$ cat config.mk
export PLATFORM = sky130hd
export DESIGN_NAME = imf_queue
export DESIGN_NICKNAME = d
export VERILOG_FILES = /design/src/hw/rtl/assert_macros.svh /design/src/hw/rtl/imf_pkg.sv /design/src/hw/rtl/imf_queue.sv
export SDC_FILE = /design/constraint.sdc
export NUM_CORES = 1
export LEC_CHECK = 0
export BUFFER_PORTS_ARGS = -buffer_cell sky130_fd_sc_hd__buf_2
export CORE_MARGIN = 2
export CORE_UTILIZATION = 30
export DETAILED_ROUTE_END_ITERATION = 10
export HOLD_SLACK_MARGIN = 0.1
export PLACE_DENSITY = 0.47
export SETUP_SLACK_MARGIN = 0.4
export SLEW_MARGIN = 20
export SYNTH_ARGS = -nofsm -noshare
export SYNTH_HDL_FRONTEND = slang
export SYNTH_SLANG_ARGS = --single-unit
$ cat constraint.sdc
create_clock -name clk -period 8.5 [get_ports clk]
set_input_delay 0.85 -clock clk [delete_from_list [all_inputs] [get_ports clk]]
set_output_delay 0.85 -clock clk [all_outputs]
set_load 0.03 [all_outputs]
$ cat src/hw/rtl/assert_macros.svh
// Assertion helpers for the mesh face expander.
// Each macro expects clk and arst_n in the scope where it is used.
`ifndef ASSERT_MACROS_SVH
`define ASSERT_MACROS_SVH

// Same-cycle implication.
`define IMF_ASSERT_IMP(label, ante, cons, msg) \
	label: assert property (@(posedge clk) disable iff (!arst_n) (ante) |-> (cons)) \
		else $error(msg);

// Next-cycle implication.
`define IMF_ASSERT_NXT(label, ante, cons, msg) \
	label: assert property (@(posedge clk) disable iff (!arst_n) (ante) |=> (cons)) \
		else $error(msg);

`endif

$ cat src/hw/rtl/imf_pkg.sv
// ----------------------------------------------------------------------------
// imf_pkg
// Shared constants and types of the indexed mesh face expander.
// ----------------------------------------------------------------------------
`default_nettype none

package imf_pkg;

	localparam int VERTEX_CAPACITY = 4096;
	localparam int NORMAL_CAPACITY = 4096;
	localparam int VERTEX_WORDS    = 3 * VERTEX_CAPACITY;
	localparam int NORMAL_WORDS    = 3 * NORMAL_CAPACITY;

	localparam int V_IDX_W  = (VERTEX_CAPACITY > 1) ? $clog2(VERTEX_CAPACITY) : 1;
	localparam int N_IDX_W  = (NORMAL_CAPACITY > 1) ? $clog2(NORMAL_CAPACITY) : 1;
	localparam int V_CNT_W  = $clog2(VERTEX_CAPACITY + 1);
	localparam int N_CNT_W  = $clog2(NORMAL_CAPACITY + 1);
	localparam int V_ADDR_W = $clog2(VERTEX_WORDS);
	localparam int N_ADDR_W = $clog2(NORMAL_WORDS);

	localparam int QUEUE_DEPTH = 2;

	// item function codes
	localparam logic [1:0] FUNC_START  = 2'd0;
	localparam logic [1:0] FUNC_LOAD_V = 2'd1;
	localparam logic [1:0] FUNC_LOAD_N = 2'd2;
	localparam logic [1:0] FUNC_FACE   = 2'd3;

	// decode modes
	localparam logic [2:0] MODE_PLAIN = 3'd2;
	localparam logic [2:0] MODE_XOR   = 3'd3;
	localparam logic [2:0] MODE_DELTA = 3'd4;

	// error codes
	localparam logic [2:0] ERR_OK    = 3'd0;
	localparam logic [2:0] ERR_DELTA = 3'd1;
	localparam logic [2:0] ERR_NREF  = 3'd2;
	localparam logic [2:0] ERR_VREF  = 3'd3;
	localparam logic [2:0] ERR_FULL  = 3'd4;

	typedef struct packed {
		logic [2:0]              err;
		logic [N_IDX_W-1:0]      nidx;
		logic [2:0][V_IDX_W-1:0] vidx;
		logic [15:0]             attr;
	} face_job_t;

	typedef struct packed {
		logic [31:0] word;
		logic [2:0]  err;
		logic        last;
	} out_item_t;

	typedef struct packed {
		logic                we;
		logic [V_ADDR_W-1:0] addr;
		logic [31:0]         data;
	} vtx_wr_t;

	typedef struct packed {
		logic                we;
		logic [N_ADDR_W-1:0] addr;
		logic [31:0]         data;
	} nrm_wr_t;

endpackage

`default_nettype wire

$ cat src/hw/rtl/imf_queue.sv
// ----------------------------------------------------------------------------
// imf_queue
// Short job queue between the decode front end and the word emitter.
// ----------------------------------------------------------------------------
`default_nettype none

module imf_queue (
	input  wire logic              clk,
	input  wire logic              arst_n,
	input  wire logic              push,
	input  wire imf_pkg::face_job_t push_job,
	output      logic              full,
	input  wire logic              pop,
	output      logic              not_empty,
	output      imf_pkg::face_job_t head_job
);

	localparam int PTR_W = $clog2(imf_pkg::QUEUE_DEPTH);
	localparam int CNT_W = $clog2(imf_pkg::QUEUE_DEPTH + 1);

	imf_pkg::face_job_t slot_q [imf_pkg::QUEUE_DEPTH];
	logic [PTR_W-1:0] wptr_q;
	logic [PTR_W-1:0] rptr_q;
	logic [CNT_W-1:0] count_q;

	assign full      = (count_q == CNT_W'(imf_pkg::QUEUE_DEPTH));
	assign not_empty = (count_q != '0);
	assign head_job  = slot_q[rptr_q];

	always_ff @(posedge clk) begin
		if (push) begin
			slot_q[wptr_q] <= push_job;
		end
	end

	always_ff @(posedge clk or negedge arst_n) begin
		if (!arst_n) begin
			wptr_q  <= '0;
			rptr_q  <= '0;
			count_q <= '0;
		end else begin
			if (push) begin
				wptr_q <= wptr_q + PTR_W'(1);
			end
			if (pop) begin
				rptr_q <= rptr_q + PTR_W'(1);
			end
			if (push && !pop) begin
				count_q <= count_q + CNT_W'(1);
			end else if (pop && !push) begin
				count_q <= count_q - CNT_W'(1);
			end
		end
	end

endmodule

`default_nettype wire

==> flow_summary.json <==
{
  "status": "finished clean",
  "grt_pass1_wl_um": 14500,
  "areaGrowthSynthToFinish_pct": 28.7,
  "place_area_um2": 6030,
  "ant_nets": 0,
  "use_met2_pct": 17.0,
  "diodes": 0,
  "cts_sinks": 138,
  "initial_core_util_pct": 30.7,
  "hp-class": "input pin to async pin",
  "most-common-layout-cells": "139 x buf_2, 134 x edfxtp_1, 47 x mux2_2, 20 x mux2_4, 17 x clkbuf_16",
  "clk_latency_ns": 0.41,
  "grt_busiest_layer": "met2",
  "htreeDepth": 4,
  "met3_usage_pct": 4.35,
  "leakage_nw": 2.52,
  "dr.pass1.iters": 4,
  "final-setup-viol-count": 0,
  "place_congestion": 0.653,
  "antenna_found_initial": 1,
  "tritoncts": "built",
  "io_buffers": 139,
  "die_w_um": 135,
  "drive_gt1_share_pct": 60.8,
  "ir_worst_vdd_mv": 0.237,
  "cap_violations": 0,
  "p_per_area_nw_per_um2": 369,
  "fill_cells": 1573,
  "finalSetupTns_ns": 0,
  "die_area_um2": 18100,
  "critPathKind": "flip-flop to primary output",
  "grt_setup_unrepaired": "no",
  "cts.repair.resized": 0,
  "slew_headroom_pct": 34.8,
  "clk_path_buf_depth": 2,
  "clk_pin_slew_ns": 0.05,
  "drc_errors": 0,
  "grt-ovfl-total": 0,
  "cts_buffers": 17,
  "fin_nets": 449,
  "worst_pin_slew_ns": 0.977,
  "fp.dieH_um": 135,
  "synth.net_count": 297,
  "layout_min_cycle_time_ns": 2.94,
  "rows": 47,
  "post_drt_wl_per_cell_um": 15.5,
  "path_max_fanout": 39,
  "track_usage_pct": 10.9,
  "grt_max_degree": 69,
  "grt_pass1_vias": 2839,
  "final-hold-violation-count": 0,
  "syn_area_per_cell_um2": 22.7,
  "arrival_ns": 2.09,
  "core_um2": 16600,
  "vias": 2571,
  "critPathLaunchType": "flip-flop",
  "post-dp-hpwl_um": 5540,
  "synth_area_um2": 5110,
  "final_cell_area_um2": 6580,
  "period_share_pct": 34.6,
  "ys_ff_latch": 138,
  "layout_commonest_cell": "buf_2",
  "endpoint_kind": "primary output",
  "dr.first_iter.drc_count": 119,
  "cp.required_ns": 7.65,
  "seq_area_frac_synth_pct": 80.6,
  "ioPinCount": 140,
  "slew_viol_final": 0,
  "cts_hold_buf": 0,
  "met1_usage_pct": 13.2,
  "drt-total-wl_um": 9460,
  "via_per_inst": 4.21,
  "yosysWarnings": 0,
  "synth_cells": 225,
  "clock.fmax_ghz": 0.340,
  "cts-root-buf": "clkbuf_16",
  "synthDistinctLibCells": 15,
  "skew_ns": 0.00624,
  "cts_setup_buffers": 0
}
==> flip-flops by register name, summed over array words and instances, names as in the netlist <==
signal   cells
count_q      2
rptr_q       1
slot_q     134
wptr_q       1
==> stage by stage <==
stage,worst slack (ns),power [mW],hold slack (ns),util (%),cells
2_1_floorplan,4.21,1.60,0.447,-,225
3_3_place_gp,5.70,1.79,0.465,36.3,577
3_5_place_dp,5.68,1.80,0.482,36.3,577
4_1_cts,5.33,2.47,0.212,39.4,609
5_1_grt,5.47,2.56,0.221,39.6,610
6_report,5.56,2.43,0.236,39.6,610
==> worst paths after layout <==
path | slack, ns | cells after the start | startpoint | endpoint
setup / recovery | 5.56 | 3 | rptr_q$_DFFE_PN0P_ | head_job[52]
hold / removal | 0.24 | 1 | arst_n | wptr_q$_DFFE_PN0P_
setup reg to reg | 6.36 | 2 | wptr_q$_DFFE_PN0P_ | slot_q[0][49]$_DFFE_PP_
hold reg to reg | 0.49 | 1 | count_q[1]$_DFFE_PN0P_ | count_q[1]$_DFFE_PN0P_
max in group asynchronous | 8.13 | 1 | arst_n | rptr_q$_DFFE_PN0P_
min in group clk | 0.49 | 1 | count_q[1]$_DFFE_PN0P_ | count_q[1]$_DFFE_PN0P_
==> routing by layer <==
layer / wire (um) / vias up / part of all wire (%)
met5: 18 / - / 0.19
met4: 178 / 2 / 1.9
met3: 643 / 17 / 6.8
met2: 4450 / 91 / 47
met1: 4170 / 1271 / 44
li1: - / 1190 / -
==> synthesized netlist by cell type <==
library cell	count	area, um^2
buf_6	2	22.5
xor2_1	4	35.0
mux2_2	47	529
xnor2_1	1	8.76
edfxtp_1	134	4020
nor2_1	1	3.75
dfrtp_1	4	100
mux2_4	20	300
inv_1	1	3.75
or2_2	1	6.26
nor2b_1	2	12.5
buf_8	2	30.0
ha_1	1	12.5
and2_1	1	6.26
buf_2	4	20.0
==> final cells by class <==
class | count | area, um^2 | share of cell area, %
multi-input combinational | 78 | 925 | 14.0
timing repair buffer | 141 | 731 | 11.1
sequential | 138 | 4130 | 62.7
clock inverter | 10 | 77.6 | 1.18
clock buffer | 22 | 444 | 6.75
inverter | 1 | 3.75 | 0.0570
tap | 220 | 275 | 4.18
==> cell families (layout without fill, tap and decap cells) <==
logic type | Yosys count | count (layout) | share of synthesized area, %
and+or+nand+nor | 5 | 5 | 0.563
buffers and inverters | 9 | 174 | 1.49
muxes | 67 | 67 | 16.2
DFF | 138 | 138 | 80.6
xor gates and xnor gates | 5 | 5 | 0.856
adders and majority gates | 1 | 1 | 0.245
==> worst max-delay path: stages (launching register included) <==
cell and delay [ns]:
dfrtp_4 0.74, buf_16 0.30, mux2_2 0.40, buf_2 0.19
==> power by group <==
group	switching [mW]	internal (mW)	total, mW	leakage, nW
clock	0.260	0.397	0.657	0.253
sequential	0.0648	0.907	0.972	1.30
combinational	0.504	0.298	0.802	0.965
(Power assumes the default switching activity.)
