===== config.mk =====
export PLATFORM = sky130hd
export DESIGN_NAME = imf_back
export DESIGN_NICKNAME = d
export VERILOG_FILES = /design/src/hw/rtl/assert_macros.svh /design/src/hw/rtl/imf_pkg.sv /design/src/hw/rtl/imf_back.sv
export SDC_FILE = /design/constraint.sdc
export NUM_CORES = 1
export LEC_CHECK = 0
export BUFFER_PORTS_ARGS = -buffer_cell sky130_fd_sc_hd__buf_2
export CAP_MARGIN = 30
export CORE_ASPECT_RATIO = 1.1
export CORE_MARGIN = 2
export CORE_UTILIZATION = 40
export DETAILED_ROUTE_END_ITERATION = 10
export PLACE_DENSITY = 0.74
export SLEW_MARGIN = 20
export SYNTH_ARGS = -nofsm -noshare
export SYNTH_HDL_FRONTEND = slang
export SYNTH_SLANG_ARGS = --single-unit

===== constraint.sdc =====
create_clock -name clk -period 6.41 [get_ports clk]
set_clock_uncertainty 0.15 [all_clocks]
set_input_delay 0.3205 -clock clk [delete_from_list [all_inputs] [get_ports clk]]
set_output_delay 0.3205 -clock clk [all_outputs]
set_load 0.01 [all_outputs]

===== src/hw/rtl/assert_macros.svh =====
// Assertion helpers for the mesh face expander.
// Each macro expects clk and arst_n in the scope where it is used.
`ifndef ASSERT_MACROS_SVH
`define ASSERT_MACROS_SVH

// Same-cycle implication.
`define IMF_ASSERT_IMP(label, ante, cons, msg) \
	label: assert property (@(posedge clk) disable iff (!arst_n) (ante) |-> (cons)) \
		else $error(msg);

// Next-cycle implication.
`define IMF_ASSERT_NXT(label, ante, cons, msg) \
	label: assert property (@(posedge clk) disable iff (!arst_n) (ante) |=> (cons)) \
		else $error(msg);

`endif


===== src/hw/rtl/imf_pkg.sv =====
// ----------------------------------------------------------------------------
// imf_pkg
// Shared constants and types of the indexed mesh face expander.
// ----------------------------------------------------------------------------
`default_nettype none

package imf_pkg;

	localparam int VERTEX_CAPACITY = 4096;
	localparam int NORMAL_CAPACITY = 4096;
	localparam int VERTEX_WORDS    = 3 * VERTEX_CAPACITY;
	localparam int NORMAL_WORDS    = 3 * NORMAL_CAPACITY;

	localparam int V_IDX_W  = (VERTEX_CAPACITY > 1) ? $clog2(VERTEX_CAPACITY) : 1;
	localparam int N_IDX_W  = (NORMAL_CAPACITY > 1) ? $clog2(NORMAL_CAPACITY) : 1;
	localparam int V_CNT_W  = $clog2(VERTEX_CAPACITY + 1);
	localparam int N_CNT_W  = $clog2(NORMAL_CAPACITY + 1);
	localparam int V_ADDR_W = $clog2(VERTEX_WORDS);
	localparam int N_ADDR_W = $clog2(NORMAL_WORDS);

	localparam int QUEUE_DEPTH = 2;

	// item function codes
	localparam logic [1:0] FUNC_START  = 2'd0;
	localparam logic [1:0] FUNC_LOAD_V = 2'd1;
	localparam logic [1:0] FUNC_LOAD_N = 2'd2;
	localparam logic [1:0] FUNC_FACE   = 2'd3;

	// decode modes
	localparam logic [2:0] MODE_PLAIN = 3'd2;
	localparam logic [2:0] MODE_XOR   = 3'd3;
	localparam logic [2:0] MODE_DELTA = 3'd4;

	// error codes
	localparam logic [2:0] ERR_OK    = 3'd0;
	localparam logic [2:0] ERR_DELTA = 3'd1;
	localparam logic [2:0] ERR_NREF  = 3'd2;
	localparam logic [2:0] ERR_VREF  = 3'd3;
	localparam logic [2:0] ERR_FULL  = 3'd4;

	typedef struct packed {
		logic [2:0]              err;
		logic [N_IDX_W-1:0]      nidx;
		logic [2:0][V_IDX_W-1:0] vidx;
		logic [15:0]             attr;
	} face_job_t;

	typedef struct packed {
		logic [31:0] word;
		logic [2:0]  err;
		logic        last;
	} out_item_t;

	typedef struct packed {
		logic                we;
		logic [V_ADDR_W-1:0] addr;
		logic [31:0]         data;
	} vtx_wr_t;

	typedef struct packed {
		logic                we;
		logic [N_ADDR_W-1:0] addr;
		logic [31:0]         data;
	} nrm_wr_t;

endpackage

`default_nettype wire


===== src/hw/rtl/imf_back.sv =====
// ----------------------------------------------------------------------------
// imf_back
// Reads dictionary entries for each queued face and emits its 13 words.
// ----------------------------------------------------------------------------
`default_nettype none

module imf_back (
	input  wire logic                         clk,
	input  wire logic                         arst_n,
	input  wire logic                         job_valid,
	input  wire imf_pkg::face_job_t           job,
	output      logic                         job_pop,
	output      logic                         nrm_re,
	output      logic [imf_pkg::N_ADDR_W-1:0] nrm_raddr,
	input  wire logic [31:0]                  nrm_rdata,
	output      logic                         vtx_re,
	output      logic [imf_pkg::V_ADDR_W-1:0] vtx_raddr,
	input  wire logic [31:0]                  vtx_rdata,
	output      logic                         out_valid,
	input  wire logic                         out_stall,
	output      imf_pkg::out_item_t           out_item,
	output      logic                         busy
);

	typedef enum logic [2:0] {C_NRM, C_VA, C_VB, C_VC, C_ATTR} corner_t;

	logic               job_v_q;
	imf_pkg::face_job_t job_q;
	corner_t            corner_q;
	logic [1:0]         comp_q;

	logic        word_v_s1;
	corner_t     corner_s1;
	logic [2:0]  err_s1;
	logic [15:0] attr_s1;

	logic               out_v_q;
	imf_pkg::out_item_t out_q;
	logic               skid_v_q;
	imf_pkg::out_item_t skid_q;

	logic                         take;
	logic [1:0]                   inflight;
	logic                         room;
	logic                         issue;
	logic                         last_issue;
	logic [imf_pkg::V_IDX_W-1:0]  vidx_sel;
	logic [31:0]                  word_val;
	imf_pkg::out_item_t           s1_item;
	logic                         out_free;

	assign take = out_v_q && !out_stall;
	// words in flight after this cycle's hand-off must fit in out + skid
	assign inflight   = {1'b0, word_v_s1} + {1'b0, out_v_q} + {1'b0, skid_v_q}
	                  - {1'b0, take};
	assign room       = (inflight < 2'd2);
	assign issue      = job_v_q && room;
	assign last_issue = issue && (corner_q == C_ATTR);
	assign job_pop    = job_valid && (!job_v_q || last_issue);

	always_comb begin
		case (corner_q)
			C_VA:    vidx_sel = job_q.vidx[0];
			C_VB:    vidx_sel = job_q.vidx[1];
			default: vidx_sel = job_q.vidx[2];
		endcase
	end

	assign nrm_re    = issue && (corner_q == C_NRM);
	assign nrm_raddr = imf_pkg::N_ADDR_W'({job_q.nidx, 1'b0}) + imf_pkg::N_ADDR_W'(job_q.nidx)
	                 + imf_pkg::N_ADDR_W'(comp_q);
	assign vtx_re    = issue && ((corner_q == C_VA) || (corner_q == C_VB) || (corner_q == C_VC));
	assign vtx_raddr = imf_pkg::V_ADDR_W'({vidx_sel, 1'b0}) + imf_pkg::V_ADDR_W'(vidx_sel)
	                 + imf_pkg::V_ADDR_W'(comp_q);

	always_comb begin
		if (err_s1 != imf_pkg::ERR_OK) begin
			word_val = '0;
		end else if (corner_s1 == C_NRM) begin
			word_val = nrm_rdata;
		end else if (corner_s1 == C_ATTR) begin
			word_val = {16'h0000, attr_s1};
		end else begin
			word_val = vtx_rdata;
		end
	end

	assign s1_item.word = word_val;
	assign s1_item.err  = err_s1;
	assign s1_item.last = (corner_s1 == C_ATTR);

	assign out_free  = !out_v_q || take;
	assign out_valid = out_v_q;
	assign out_item  = out_q;
	assign busy      = job_v_q || word_v_s1;

	always_ff @(posedge clk) begin
		if (job_pop) begin
			job_q <= job;
		end
		if (issue) begin
			corner_s1 <= corner_q;
			err_s1    <= job_q.err;
			attr_s1   <= job_q.attr;
		end
		if (out_free) begin
			if (skid_v_q) begin
				out_q <= skid_q;
				if (word_v_s1) begin
					skid_q <= s1_item;
				end
			end else if (word_v_s1) begin
				out_q <= s1_item;
			end
		end else if (word_v_s1) begin
			skid_q <= s1_item;
		end
	end

	always_ff @(posedge clk or negedge arst_n) begin
		if (!arst_n) begin
			job_v_q   <= 1'b0;
			corner_q  <= C_NRM;
			comp_q    <= '0;
			word_v_s1 <= 1'b0;
			out_v_q   <= 1'b0;
			skid_v_q  <= 1'b0;
		end else begin
			if (job_pop) begin
				job_v_q <= 1'b1;
			end else if (last_issue) begin
				job_v_q <= 1'b0;
			end
			if (issue) begin
				if (corner_q == C_ATTR) begin
					corner_q <= C_NRM;
					comp_q   <= '0;
				end else if (comp_q == 2'd2) begin
					corner_q <= corner_t'(corner_q + 3'd1);
					comp_q   <= '0;
				end else begin
					comp_q <= comp_q + 2'd1;
				end
			end
			word_v_s1 <= issue;
			if (out_free) begin
				if (skid_v_q) begin
					out_v_q  <= 1'b1;
					skid_v_q <= word_v_s1;
				end else begin
					out_v_q <= word_v_s1;
				end
			end else if (word_v_s1) begin
				skid_v_q <= 1'b1;
			end
		end
	end

endmodule

`default_nettype wire


==> flow_metrics.env <==
export IMPL_syn_inst=610
export IMPL_core_area_um2=19900
export IMPL_grt_use_met1_pct=21.7
export IMPL_cap_violations=0
export IMPL_synthSimpleGateAreaFrac_pct=8.65
export IMPL_num_vias=5722
export IMPL_clock_path_buffers=2
export IMPL_routed_wl_um=18300
export IMPL_root_buffer="clkbuf_16"
export IMPL_worstSetupPathType="reg2out"
export IMPL_use_met2_pct=28.2
export IMPL_setup_tns_ps=0
export IMPL_post_route_drc_count=0
export IMPL_rr_endpoint="job_q[45]$_DFFE_PP_"
export IMPL_crit_path_end_kind="primary output"
export IMPL_rrSetupSlack_ps=2970
export IMPL_antenna_found_initial=3
export IMPL_globalplace_congestion=0.834
export IMPL_synth_top_family_by_area="compound AO/OA/AOI/OAI gates"
export IMPL_grt_max_degree=57
export IMPL_use_met3_pct=4.98
export IMPL_ant_nets=0
export IMPL_synth_xor_area_share_pct=1.84
export IMPL_synthFlopType="edfxtp_1"
export IMPL_cp_data_arrival_time_ps=4840
export IMPL_initial_utilization_pct=40.8
export IMPL_synth_edff_count=161
export IMPL_synth_nets=803
export IMPL_num_fill_cells=1705
export IMPL_hold_viol_final=0
export IMPL_cts_made_buffers=17
export IMPL_grt_total_usage_pct=17.0
export IMPL_first_pass_iters=4
export IMPL_syn_area_per_cell_um2=13.3
export IMPL_cts_clk_slew_worst_paths_ps=60
export IMPL_area_growth_pct=31.8
export IMPL_die_h_um=153
export IMPL_io_buffer_count=203
export IMPL_grt_ovfl_total=0
export IMPL_min_to="out_valid$_DFFE_PN0N_"
export IMPL_worstPathRequired_ps=5940
export IMPL_fmax_ghz=0.188
export IMPL_synth_compound_area_share_pct=10.4
export IMPL_ys_seq_area_share_pct=62.4
export IMPL_nets=1076
export IMPL_drive_above_1_share_pct=30.6
export IMPL_die_x_um=140
export IMPL_synth_cell_types=51
export IMPL_grt_setup_unrepaired="false"
export IMPL_drtIter0Drc=327
export IMPL_slew_violations=0
export IMPL_dieArea_um2=21400
export IMPL_whs_path_depth=3
export IMPL_status="finished clean"
export IMPL_wl_per_cell_um=15.9
export IMPL_yosysWarnings=0
export IMPL_rr_worst_depth=9
export IMPL_min_path_type="in2reg"
export IMPL_worst_slew_pin_slew_ps=889
export IMPL_finalCriticalPeriod_ps=5310
export IMPL_viasPerCell=4.97
export IMPL_synth_seq_cells=170
export IMPL_cts_resized=0
export IMPL_htreeDepth=4
export IMPL_cts_sinks=170
export IMPL_ios=204
export IMPL_top_usage_layer="met2"
export IMPL_clk_latency_ps=420
export IMPL_async_flop_share_pct=5.29
export IMPL_place_hpwl_um=12700
export IMPL_grt_pass1_vias=5624
export IMPL_maxSlewHeadroom_pct=40.3
export IMPL_grt_pass1_wl_um=28600
export IMPL_min_period_over_period_pct=82.9
export IMPL_hp_start="out_stall"
export IMPL_p_per_area_nw_per_um2=562
export IMPL_postLayoutCoreUtil_pct=53.8
export IMPL_p_leak_nw=4.45
export IMPL_crit_path_max_fanout=13
export IMPL_placementRows=54
export IMPL_cp_start_kind="flip-flop"
export IMPL_netlist_area_um2=8100
export IMPL_muxShareOfSynthArea_pct=5.02
export IMPL_synth_adder_area_share_pct=9.33
export IMPL_cts_tree="built"
export IMPL_regToRegStartpoint="out_valid$_DFFE_PN0N_"
export IMPL_ir_drop_mv=0.693
export IMPL_setup_violations=0
-- sequential cells by signal, indices dropped and copies added, names as in the netlist --
signal     count
job_q         67
corner_q       3
skid_v_q       1
attr_s1       16
comp_q         2
skid_q        36
out_valid      1
word_v_s1      1
out_item      36
job_v_q        1
corner_s1      3
err_s1         3
-- how the worst max path moves through the flow --
stage	start	endpoint	slack [ps]	cells after the start
2_1_floorplan	corner_q[0]$_DFFE_PN0P_	vtx_raddr[11]	2470	15
3_3_place_gp	corner_q[0]$_DFFE_PN0P_	vtx_raddr[13]	1800	16
3_5_place_dp	corner_q[0]$_DFFE_PN0P_	vtx_raddr[13]	1610	16
4_1_cts	corner_q[0]$_DFFE_PN0P_	vtx_raddr[13]	1140	16
5_1_grt	corner_q[1]$_DFFE_PN0P_	vtx_raddr[11]	790	16
6_report	corner_q[0]$_DFFE_PN0P_	vtx_raddr[11]	1100	16
-- synth_stat cells, types with 16 or more instances --
master    instances  area share, %
nand3b_1         16            1.5
ha_1             54            8.3
nor2_1           48            2.2
mux2_2           21            2.9
o31ai_1          17            1.6
clkbuf_1         16           0.74
inv_1            22            1.0
o21ai_0          20            1.2
a21oi_1          46            2.8
mux2i_1          17            2.1
nand2_1          56            2.6
edfxtp_1        161             60
-- final cells by class --
class	instances	area, µm²	share of cell area, %
antenna	3	7.51	0.0703
inverter	22	82.6	0.773
clock inverter	14	97.6	0.914
multi-input combinational	393	2880	26.9
clock buffer	18	429	4.02
sequential	170	5060	47.4
tap	252	315	2.95
timing repair buffer	279	1810	17.0
-- report_power, final --
| part | switching (W) | internal [W] |
|---|---|---|
| combinational | 0.00187 | 0.00131 |
| sequential | 0.000153 | 0.00176 |
| clock | 0.000422 | 0.000495 |
-- timing repair --
action | CTS | global route
buffers inserted | 0 | 0
hold buffers | 69 | 0
hold endpoints to repair | 77 | 0
-- per-stage QoR --
step / cell area (µm²) / total power, W / cells / hold slack, ps / setup slack [ps]
floorplan: 8100 / 0.00400 / 610 / -125 / 2470
global placement: 9380 / 0.00489 / 1044 / 42.7 / 1800
detailed placement: 9440 / 0.00503 / 1046 / 51.8 / 1610
CTS: 10700 / 0.00601 / 1147 / 11.5 / 1140
global route: 10700 / 0.00647 / 1151 / 18.1 / 793
finish: 10700 / 0.00601 / 1151 / 35.2 / 1100
-- cells by family (layout without fill, tap and decap cells) --
logic type               count (synthesis)  after routing
XOR/XNOR                                17             17
buffers and inverters                   47            333
adder cells (fa/ha/maj)                 58             58
multiplexers                            38             38
other                                    0              3
AO/OA/AOI/OAI                          130            130
AND/OR/NAND/NOR                        150            150
flip-flops                             170            170
-- cells in the final DEF (no fill, tap or decap), types with 4 or more instances in the layout --
master / n
mux2_2: 21
nand2_1: 56
clkbuf_16: 17
o21ai_0: 19
o31ai_1: 17
buf_4: 4
xnor2_1: 12
edfxtp_1: 161
a21oi_1: 45
nor3_1: 4
buf_2: 203
a21o_1: 9
inv_1: 22
fa_1: 4
nand3b_1: 16
xor2_1: 5
dfrtp_1: 8
nand2b_1: 5
dlygate4sd3_1: 69
nor2_1: 47
a211oi_1: 4
a22oi_1: 12
ha_1: 54
mux2i_1: 17
nand3_1: 4
-- worst max-delay path, stage by stage (launching register included) --
cell	delay (ps)
dfrtp_1	380
inv_1	100
ha_1	380
o21ai_1	770
nand2_1	110
o21ai_0	140
inv_1	100
fa_1	530
inv_1	50
ha_1	220
fa_1	430
a211oi_1	220
nor2_1	100
o21a_1	210
o311a_1	330
xor2_1	180
buf_2	170
-- per-layer routing --
| layer | routed length (µm) | up-vias |
|---|---|---|
| met5 | 0 | - |
| met2 | 9030 | 192 |
| li1 | - | 2838 |
| met4 | 229 | 0 |
| met3 | 1200 | 16 |
| met1 | 7800 | 2676 |
Power figures use the tool's default switching activity.
