==> src/hw/rtl/assert_macros.svh <==
// Assertion helpers for the mesh face expander.
// Each macro expects clk and arst_n in the scope where it is used.
`ifndef ASSERT_MACROS_SVH
`define ASSERT_MACROS_SVH

// Same-cycle implication.
`define IMF_ASSERT_IMP(label, ante, cons, msg) \
	label: assert property (@(posedge clk) disable iff (!arst_n) (ante) |-> (cons)) \
		else $error(msg);

// Next-cycle implication.
`define IMF_ASSERT_NXT(label, ante, cons, msg) \
	label: assert property (@(posedge clk) disable iff (!arst_n) (ante) |=> (cons)) \
		else $error(msg);

`endif

==> src/hw/rtl/imf_pkg.sv <==
// ----------------------------------------------------------------------------
// imf_pkg
// Shared constants and types of the indexed mesh face expander.
// ----------------------------------------------------------------------------
`default_nettype none

package imf_pkg;

	localparam int VERTEX_CAPACITY = 4096;
	localparam int NORMAL_CAPACITY = 4096;
	localparam int VERTEX_WORDS    = 3 * VERTEX_CAPACITY;
	localparam int NORMAL_WORDS    = 3 * NORMAL_CAPACITY;

	localparam int V_IDX_W  = (VERTEX_CAPACITY > 1) ? $clog2(VERTEX_CAPACITY) : 1;
	localparam int N_IDX_W  = (NORMAL_CAPACITY > 1) ? $clog2(NORMAL_CAPACITY) : 1;
	localparam int V_CNT_W  = $clog2(VERTEX_CAPACITY + 1);
	localparam int N_CNT_W  = $clog2(NORMAL_CAPACITY + 1);
	localparam int V_ADDR_W = $clog2(VERTEX_WORDS);
	localparam int N_ADDR_W = $clog2(NORMAL_WORDS);

	localparam int QUEUE_DEPTH = 2;

	// item function codes
	localparam logic [1:0] FUNC_START  = 2'd0;
	localparam logic [1:0] FUNC_LOAD_V = 2'd1;
	localparam logic [1:0] FUNC_LOAD_N = 2'd2;
	localparam logic [1:0] FUNC_FACE   = 2'd3;

	// decode modes
	localparam logic [2:0] MODE_PLAIN = 3'd2;
	localparam logic [2:0] MODE_XOR   = 3'd3;
	localparam logic [2:0] MODE_DELTA = 3'd4;

	// error codes
	localparam logic [2:0] ERR_OK    = 3'd0;
	localparam logic [2:0] ERR_DELTA = 3'd1;
	localparam logic [2:0] ERR_NREF  = 3'd2;
	localparam logic [2:0] ERR_VREF  = 3'd3;
	localparam logic [2:0] ERR_FULL  = 3'd4;

	typedef struct packed {
		logic [2:0]              err;
		logic [N_IDX_W-1:0]      nidx;
		logic [2:0][V_IDX_W-1:0] vidx;
		logic [15:0]             attr;
	} face_job_t;

	typedef struct packed {
		logic [31:0] word;
		logic [2:0]  err;
		logic        last;
	} out_item_t;

	typedef struct packed {
		logic                we;
		logic [V_ADDR_W-1:0] addr;
		logic [31:0]         data;
	} vtx_wr_t;

	typedef struct packed {
		logic                we;
		logic [N_ADDR_W-1:0] addr;
		logic [31:0]         data;
	} nrm_wr_t;

endpackage

`default_nettype wire

==> src/hw/rtl/imf_front.sv <==
// ----------------------------------------------------------------------------
// imf_front
// Accepts items, loads dictionaries, decodes and checks face references.
// ----------------------------------------------------------------------------
`default_nettype none

module imf_front (
	input  wire logic               clk,
	input  wire logic               arst_n,
	input  wire logic               cfg_we,
	input  wire logic [2:0]         cfg_wdata,
	input  wire logic               in_valid,
	output      logic               in_stall,
	input  wire logic [1:0]         func,
	input  wire logic [31:0]        data_word,
	input  wire logic [31:0]        vertex_ref_a,
	input  wire logic [31:0]        vertex_ref_b,
	input  wire logic [31:0]        vertex_ref_c,
	input  wire logic [15:0]        attribute_bits,
	input  wire logic               drained,
	input  wire logic               q_full,
	output      logic               job_push,
	output      imf_pkg::face_job_t job,
	output      imf_pkg::vtx_wr_t   vtx_wr,
	output      imf_pkg::nrm_wr_t   nrm_wr
);

	typedef enum logic [1:0] {F_IDLE, F_DEC, F_PUSH} fstate_t;

	typedef struct packed {
		logic        ok;
		logic [31:0] chain;
		logic [31:0] index;
	} dec_t;

	function automatic dec_t decode_ref(input logic [2:0] mode, input logic [31:0] raw,
		input logic [31:0] chain);
		dec_t        r;
		logic [33:0] sum;
		r.ok    = 1'b1;
		r.chain = chain;
		r.index = raw;
		// zigzag: odd codes are negative deltas
		sum = raw[0] ? ({2'b00, chain} - {3'b000, raw[31:1]} - 34'd1)
		             : ({2'b00, chain} + {3'b000, raw[31:1]});
		if (mode == imf_pkg::MODE_XOR) begin
			r.chain = chain ^ raw;
			r.index = chain ^ raw;
		end else if (mode == imf_pkg::MODE_DELTA) begin
			if (sum[33] || sum[32]) begin
				r.ok    = 1'b0;
				r.index = '0;
			end else begin
				r.chain = sum[31:0];
				r.index = sum[31:0];
			end
		end
		return r;
	endfunction

	localparam int V_CNT_W_L = imf_pkg::V_CNT_W;
	localparam int N_CNT_W_L = imf_pkg::N_CNT_W;

	fstate_t state_q;
	logic [2:0] mode_q;
	logic [2:0] sticky_q;

	logic [V_CNT_W_L-1:0] v_ent_q;
	logic [N_CNT_W_L-1:0] n_ent_q;

	logic [1:0] v_phase_q;
	logic [1:0] n_phase_q;
	logic [imf_pkg::V_ADDR_W-1:0] v_addr_q;
	logic [imf_pkg::N_ADDR_W-1:0] n_addr_q;
	logic [31:0] v_comp_q [3];
	logic [31:0] n_comp_q [3];
	logic [31:0] v_chain_q;
	logic [31:0] n_chain_q;

	logic [31:0] data_q;
	logic [31:0] vref_q [3];
	logic [15:0] attr_q;
	logic [1:0]  step_q;
	logic        dfail_q;
	logic        nbad_q;
	logic        vbad_q;
	logic [imf_pkg::N_IDX_W-1:0]      nidx_q;
	logic [2:0][imf_pkg::V_IDX_W-1:0] vidx_q;

	logic        accept;
	logic        xor_mode;
	logic        v_full;
	logic        n_full;
	logic [31:0] v_word;
	logic [31:0] n_word;
	logic [31:0] raw_sel;
	logic [31:0] chain_sel;
	dec_t        dec;
	logic        bad_now;
	logic [2:0]  code_now;
	logic [2:0]  err_new;

	assign in_stall = (state_q != F_IDLE) || ((func == imf_pkg::FUNC_START) && !drained);
	assign accept   = in_valid && !in_stall;
	assign xor_mode = (mode_q == imf_pkg::MODE_XOR) || (mode_q == imf_pkg::MODE_DELTA);
	assign v_full   = (v_ent_q == V_CNT_W_L'(imf_pkg::VERTEX_CAPACITY));
	assign n_full   = (n_ent_q == N_CNT_W_L'(imf_pkg::NORMAL_CAPACITY));
	assign v_word   = xor_mode ? (data_word ^ v_comp_q[v_phase_q]) : data_word;
	assign n_word   = xor_mode ? (data_word ^ n_comp_q[n_phase_q]) : data_word;

	assign vtx_wr.we   = accept && (func == imf_pkg::FUNC_LOAD_V) && !v_full;
	assign vtx_wr.addr = v_addr_q;
	assign vtx_wr.data = v_word;
	assign nrm_wr.we   = accept && (func == imf_pkg::FUNC_LOAD_N) && !n_full;
	assign nrm_wr.addr = n_addr_q;
	assign nrm_wr.data = n_word;

	always_comb begin
		case (step_q)
			2'd0:    raw_sel = data_q;
			2'd1:    raw_sel = vref_q[0];
			2'd2:    raw_sel = vref_q[1];
			default: raw_sel = vref_q[2];
		endcase
	end

	assign chain_sel = (step_q == 2'd0) ? n_chain_q : v_chain_q;
	assign dec       = decode_ref(mode_q, raw_sel, chain_sel);
	assign bad_now   = (step_q == 2'd0) ? (dec.index >= 32'(n_ent_q))
	                                    : (dec.index >= 32'(v_ent_q));

	// delta errors beat normal errors beat vertex errors
	assign code_now = dfail_q ? imf_pkg::ERR_DELTA :
	                  nbad_q  ? imf_pkg::ERR_NREF  :
	                  vbad_q  ? imf_pkg::ERR_VREF  : imf_pkg::ERR_OK;
	assign err_new  = (sticky_q != imf_pkg::ERR_OK) ? sticky_q : code_now;

	assign job_push  = (state_q == F_PUSH) && !q_full;
	assign job.err   = err_new;
	assign job.nidx  = (err_new == imf_pkg::ERR_OK) ? nidx_q : '0;
	assign job.vidx  = (err_new == imf_pkg::ERR_OK) ? vidx_q : '0;
	assign job.attr  = attr_q;

	always_ff @(posedge clk) begin
		if (accept && (func == imf_pkg::FUNC_FACE)) begin
			data_q    <= data_word;
			vref_q[0] <= vertex_ref_a;
			vref_q[1] <= vertex_ref_b;
			vref_q[2] <= vertex_ref_c;
			attr_q    <= attribute_bits;
		end
		if (state_q == F_DEC) begin
			if (step_q == 2'd0) begin
				nidx_q <= dec.index[imf_pkg::N_IDX_W-1:0];
			end else begin
				vidx_q[step_q - 2'd1] <= dec.index[imf_pkg::V_IDX_W-1:0];
			end
		end
	end

	always_ff @(posedge clk or negedge arst_n) begin
		if (!arst_n) begin
			state_q   <= F_IDLE;
			mode_q    <= imf_pkg::MODE_PLAIN;
			sticky_q  <= imf_pkg::ERR_OK;
			v_ent_q   <= '0;
			n_ent_q   <= '0;
			v_phase_q <= '0;
			n_phase_q <= '0;
			v_addr_q  <= '0;
			n_addr_q  <= '0;
			v_comp_q  <= '{default: '0};
			n_comp_q  <= '{default: '0};
			v_chain_q <= '0;
			n_chain_q <= '0;
			step_q    <= '0;
			dfail_q   <= 1'b0;
			nbad_q    <= 1'b0;
			vbad_q    <= 1'b0;
		end else begin
			if (cfg_we) begin
				mode_q <= cfg_wdata;
			end
			case (state_q)
				F_IDLE: begin
					if (accept) begin
						case (func)
							imf_pkg::FUNC_START: begin
								sticky_q  <= imf_pkg::ERR_OK;
								v_ent_q   <= '0;
								n_ent_q   <= '0;
								v_phase_q <= '0;
								n_phase_q <= '0;
								v_addr_q  <= '0;
								n_addr_q  <= '0;
								v_comp_q  <= '{default: '0};
								n_comp_q  <= '{default: '0};
								v_chain_q <= '0;
								n_chain_q <= '0;
							end
							imf_pkg::FUNC_LOAD_V: begin
								if (v_full) begin
									if (sticky_q == imf_pkg::ERR_OK) begin
										sticky_q <= imf_pkg::ERR_FULL;
									end
								end else begin
									if (xor_mode) begin
										v_comp_q[v_phase_q] <= v_word;
									end
									v_addr_q <= v_addr_q + imf_pkg::V_ADDR_W'(1);
									if (v_phase_q == 2'd2) begin
										v_phase_q <= '0;
										v_ent_q   <= v_ent_q + V_CNT_W_L'(1);
									end else begin
										v_phase_q <= v_phase_q + 2'd1;
									end
								end
							end
							imf_pkg::FUNC_LOAD_N: begin
								if (n_full) begin
									if (sticky_q == imf_pkg::ERR_OK) begin
										sticky_q <= imf_pkg::ERR_FULL;
									end
								end else begin
									if (xor_mode) begin
										n_comp_q[n_phase_q] <= n_word;
									end
									n_addr_q <= n_addr_q + imf_pkg::N_ADDR_W'(1);
									if (n_phase_q == 2'd2) begin
										n_phase_q <= '0;
										n_ent_q   <= n_ent_q + N_CNT_W_L'(1);
									end else begin
										n_phase_q <= n_phase_q + 2'd1;
									end
								end
							end
							default: begin
								step_q  <= '0;
								dfail_q <= 1'b0;
								nbad_q  <= 1'b0;
								vbad_q  <= 1'b0;
								state_q <= F_DEC;
							end
						endcase
					end
				end
				F_DEC: begin
					// one reference per cycle: normal, then corners a, b, c
					if (step_q == 2'd0) begin
						n_chain_q <= dec.chain;
						nbad_q    <= bad_now;
					end else begin
						v_chain_q <= dec.chain;
						if (bad_now) begin
							vbad_q <= 1'b1;
						end
					end
					if (!dec.ok) begin
						dfail_q <= 1'b1;
					end
					if (step_q == 2'd3) begin
						state_q <= F_PUSH;
					end else begin
						step_q <= step_q + 2'd1;
					end
				end
				F_PUSH: begin
					if (!q_full) begin
						sticky_q <= err_new;
						state_q  <= F_IDLE;
					end
				end
				default: begin
					state_q <= F_IDLE;
				end
			endcase
		end
	end

endmodule

`default_nettype wire

==> config.mk <==
export PLATFORM = sky130hd
export DESIGN_NAME = imf_front
export DESIGN_NICKNAME = d
export VERILOG_FILES = /design/src/hw/rtl/assert_macros.svh /design/src/hw/rtl/imf_pkg.sv /design/src/hw/rtl/imf_front.sv
export SDC_FILE = /design/constraint.sdc
export NUM_CORES = 1
export LEC_CHECK = 0
export BUFFER_PORTS_ARGS = -buffer_cell sky130_fd_sc_hd__buf_2
export CORE_MARGIN = 2
export CORE_UTILIZATION = 46
export CTS_CLUSTER_SIZE = 14
export DETAILED_ROUTE_END_ITERATION = 16
export GPL_TIMING_DRIVEN = 0
export PLACE_DENSITY = 0.66
export SETUP_SLACK_MARGIN = 0.02
export SLEW_MARGIN = 30
export SYNTH_ARGS = -nofsm -noshare
export SYNTH_HDL_FRONTEND = slang
export SYNTH_SLANG_ARGS = --single-unit
export TNS_END_PERCENT = 30
==> constraint.sdc <==
create_clock -name clk -period 16.61 [get_ports clk]
set_input_delay 0 -clock clk [delete_from_list [all_inputs] [get_ports clk]]
set_output_delay 0 -clock clk [all_outputs]
set_load 0.005 [all_outputs]
==> results by group <==
Route
  • Detail Route Antenna Nets: 0
  • Vias: 26259
  • First-pass detailed-route iteration total: 7
  • DRT Wirelength: 98.19 mm
  • DRC Markers: 0
  • Initial detailed-routing violation count: 2814
  • Via density: 5.718
  • DR WL/cell: 21.38 um

Final layout
  • Layout area overhead: 21.56%
  • NumNets Final: 3949
  • # fillers: 5753
  • Post-Layout Cell Count: 4592
  • Layout cells sized above 1: 13.77%

Clock tree
  • Clock slew at the register clock pins of the worst setup and hold paths: 70 ps
  • CTS tree: done
  • Clock Path Buffers: 3
  • Clock insertion delay at the later pin of the skew report: 630 ps
  • Clk sinks: 519
  • Clock root cell: clkbuf_16
  • CTS Buf Count: 55
  • Post-CTS Resized: 0
  • # H-tree levels: 2

Placement
  • Setup Slack @ Placement: 3887 ps
  • Port-buffer cells: 317
  • Post-DP HPWL: 72.24 mm
  • Cells after DPL: 4327
  • Gpl congestion: 0.9548

STA
  • Period Utilization, post-route: 77.31%
  • Final min period: 12840 ps
  • Clock Skew: 29.63 ps
  • Setup_tns: 0 ps
  • Pins Over Slew Limit: 0
  • Maximum clock rate: 77.87 MHz
  • Final setup fails: 0
  • Hold Fails Final Rpt: 0
  • Setup WS post-layout: 3769 ps
  • Worst slew margin: 30.09%
  • Worst-Margin Slew: 1049 ps
  • RSZ-0062 raised after global routing: no

Worst hold path
  • Hold path start: attribute_bits[8]
  • Worst hold endpoint: attr_q[8]$_DFFE_PP_
  • Hold Crit Depth: 2
  • Hold WC Path Type: input port to register

Pwr
  • Switch share: 46.06%
  • Reg power frac: 24.9%
  • Peak supply drop: 0.08405 mV
  • Net switching power: 0.003061 W
  • Pwr Density: 184.6 nW/um2
  • Combinational power share: 55.4%
  • Leak Pwr: 15.57 nW
  • Internal: 0.003585 W
  • Clock power share: 19.7%
  • Final Power: 0.006646 W

Logic synthesis
  • Yosys reg bits: 519
  • Synth top cells by count: nand2_1, dfrtp_1, nor2_1, o21ai_0, a21oi_1
  • Mapped Area: 29620 um2
  • Yosys cell types: 112
  • Synth top area cells: dfrtp_1, edfxtp_1, nand2_1
  • Share of synthesized registers carrying an async set or reset: 63.01%
  • Mapped Cells: 3148
  • Number of synthesized flops with an enable pin: 192
  • Synth area leader: dfrtp_1
  • Synthesized area per cell: 9.408 um2
  • Post-Syn Nets: 3410
  • YS warnings: 0
  • Yosys top cell area share: 27.55%
  • Post-synthesis sequential area ratio: 47.10%
  • Top-count cell post-synth: nand2_1
  • Top_reg_cell synth: dfrtp_1

Floorplan
  • Cell row count: 93
  • Die W: 257.7 um
  • Core area: 64000 um2
  • Top Ports: 318
  • Starting Density: 46.28%
  • Chip Height: 257.7 um
  • Die area: 66430 um2

Worst setup path
  • FF-to-FF setup slack: 3770 ps
  • R2R cell count: 39
  • Critical Path AT: 13340 ps
  • CP Launch Type: register
  • CP Capture Type: register
  • CP max-delay cell: buf_1
  • Crit Reg-Reg Startpoint: step_q[0]$_DFFE_PN0P_
  • Highest net fanout along the worst path: 10
  • CP required: 17110 ps
  • Crit path kind: register to register
  • Most Frequent Cell on Critical Path: clkbuf_1
  • Reg2Reg Capture Point: vbad_q$_DFFE_PN0P_
  • CP peak stage delay: 640 ps

GRT
  • Vias in the first global route: 25065
  • First-pass GRT wire length: 148.4 mm
  • Initial antenna violation count: 3
  • Gr ovfl total: 0
  • Gr usage total: 28.82%
  • Largest net degree at the start of global routing: 82

Job
  • Max cap viols: 0

Outcome
  • Status: completed
## logic make-up (layout without fill, tap and decap cells)
group | after synthesis | count (layout) | share of synthesized area [%]
other cells | 0 | 3 | 0
mux | 130 | 130 | 4.478
simple gates | 1042 | 1042 | 16.38
buf+inv | 364 | 950 | 5.065
compound gates | 791 | 791 | 16.57
fa+ha+maj | 107 | 107 | 4.571
flops | 519 | 519 | 47.10
xor+xnor | 195 | 195 | 5.830
## per-stage QoR
step	util [%]	hold WS (ps)	cell area [um2]
6_report	56.25	91.48	36000
3_5_place_dp	50.75	-102.9	32480
5_1_grt	56.24	82.07	36000
3_3_place_gp	50.43	176.7	32270
4_1_cts	56.23	61.94	35980
2_1_floorplan	-	-295.6	29620
## power by group through the flow
stage	Sequential (W)	Combinational (W)	Clock (W)
2_1_floorplan	0.00164	0.00251	0
3_3_place_gp	0.00167	0.00349	0
3_5_place_dp	0.00167	0.00352	0
4_1_cts	0.00165	0.00358	0.00132
5_1_grt	0.00167	0.00398	0.00137
6_report	0.00165	0.00368	0.00131
## sequential cells by signal, indices dropped and copies added, names as in the netlist, 14 cells and up
| register | count |
|---|---|
| vidx_q | 36 |
| n_chain_q | 32 |
| v_chain_q | 32 |
| n_comp_q | 96 |
| n_addr_q | 14 |
| v_addr_q | 14 |
| data_q | 32 |
| v_comp_q | 96 |
| vref_q | 96 |
| attr_q | 16 |
## worst max path at each step
stage,from,endpoint
floorplan,step_q[0]$_DFFE_PN0P_,vbad_q$_DFFE_PN0P_
global placement,step_q[0]$_DFFE_PN0P_,vbad_q$_DFFE_PN0P_
detailed placement,step_q[0]$_DFFE_PN0P_,vbad_q$_DFFE_PN0P_
CTS,step_q[0]$_DFFE_PN0P_,vbad_q$_DFFE_PN0P_
global route,step_q[0]$_DFFE_PN0P_,vbad_q$_DFFE_PN0P_
finish,step_q[0]$_DFFE_PN0P_,vbad_q$_DFFE_PN0P_
## repair_timing
| action | CTS | global route |
|---|---|---|
| hold endpoints to repair | 550 | 0 |
| hold buffers | 158 | 0 |
| buffers inserted | 0 | 0 |
## worst max-delay path, delay by kind of cell, from the launching register on
kind                       cells  cell delay, ps
DFF                            1             420
muxes                          1             590
xor gates and xnor gates       1             230
adders and majority gates      3             820
buffers and inverters         10            4530
and+or+nand+nor                8            2360
AOI/OAI and AO/OA             16            3760
## final cells by class
class / count / area, um2 / share of cell area, %
Tap cell: 855 / 1070 / 2.972
Sequential cell: 519 / 13950 / 38.75
Clock inverter: 23 / 295.3 / 0.8202
Inverter: 192 / 720.7 / 2.002
Antenna cell: 3 / 7.507 / 0.02085
Multi-Input combinational cell: 2265 / 14200 / 39.43
Clock buffer: 81 / 1617 / 4.490
Buffer: 172 / 779.5 / 2.165
Timing Repair Buffer: 482 / 3366 / 9.349
## cells in the final DEF, fill, tap and decap left out, types with 28 or more instances in the layout
cell type	count
nor3_1	47
a222oi_1	31
mux2i_1	112
nor4_1	29
a21oi_1	214
nor2b_1	30
xor2_1	34
dfrtp_1	326
xnor2_1	160
nand2_1	374
clkbuf_1	148
edfxtp_1	192
o31ai_1	55
nor2_1	312
and2_1	64
buf_2	323
nand3_1	44
dlygate4sd3_1	157
o21ai_1	81
o21ai_0	221
clkbuf_16	57
ha_1	105
inv_1	190
nand4_1	28
## layer usage
metal | vias up | part of all wire [%] | track usage (%) | wire (um)
met2 | 1106 | 47 | 46.93 | 46200
li1 | 12152 | - | - | -
met3 | 182 | 7.6 | 4.839 | 7421
met5 | - | 0.027 | 0 | 27
met1 | 12815 | 42 | 39.04 | 41080
met4 | 4 | 3.5 | 9.955 | 3465
Note: power is estimated with default switching activity, not from simulation.
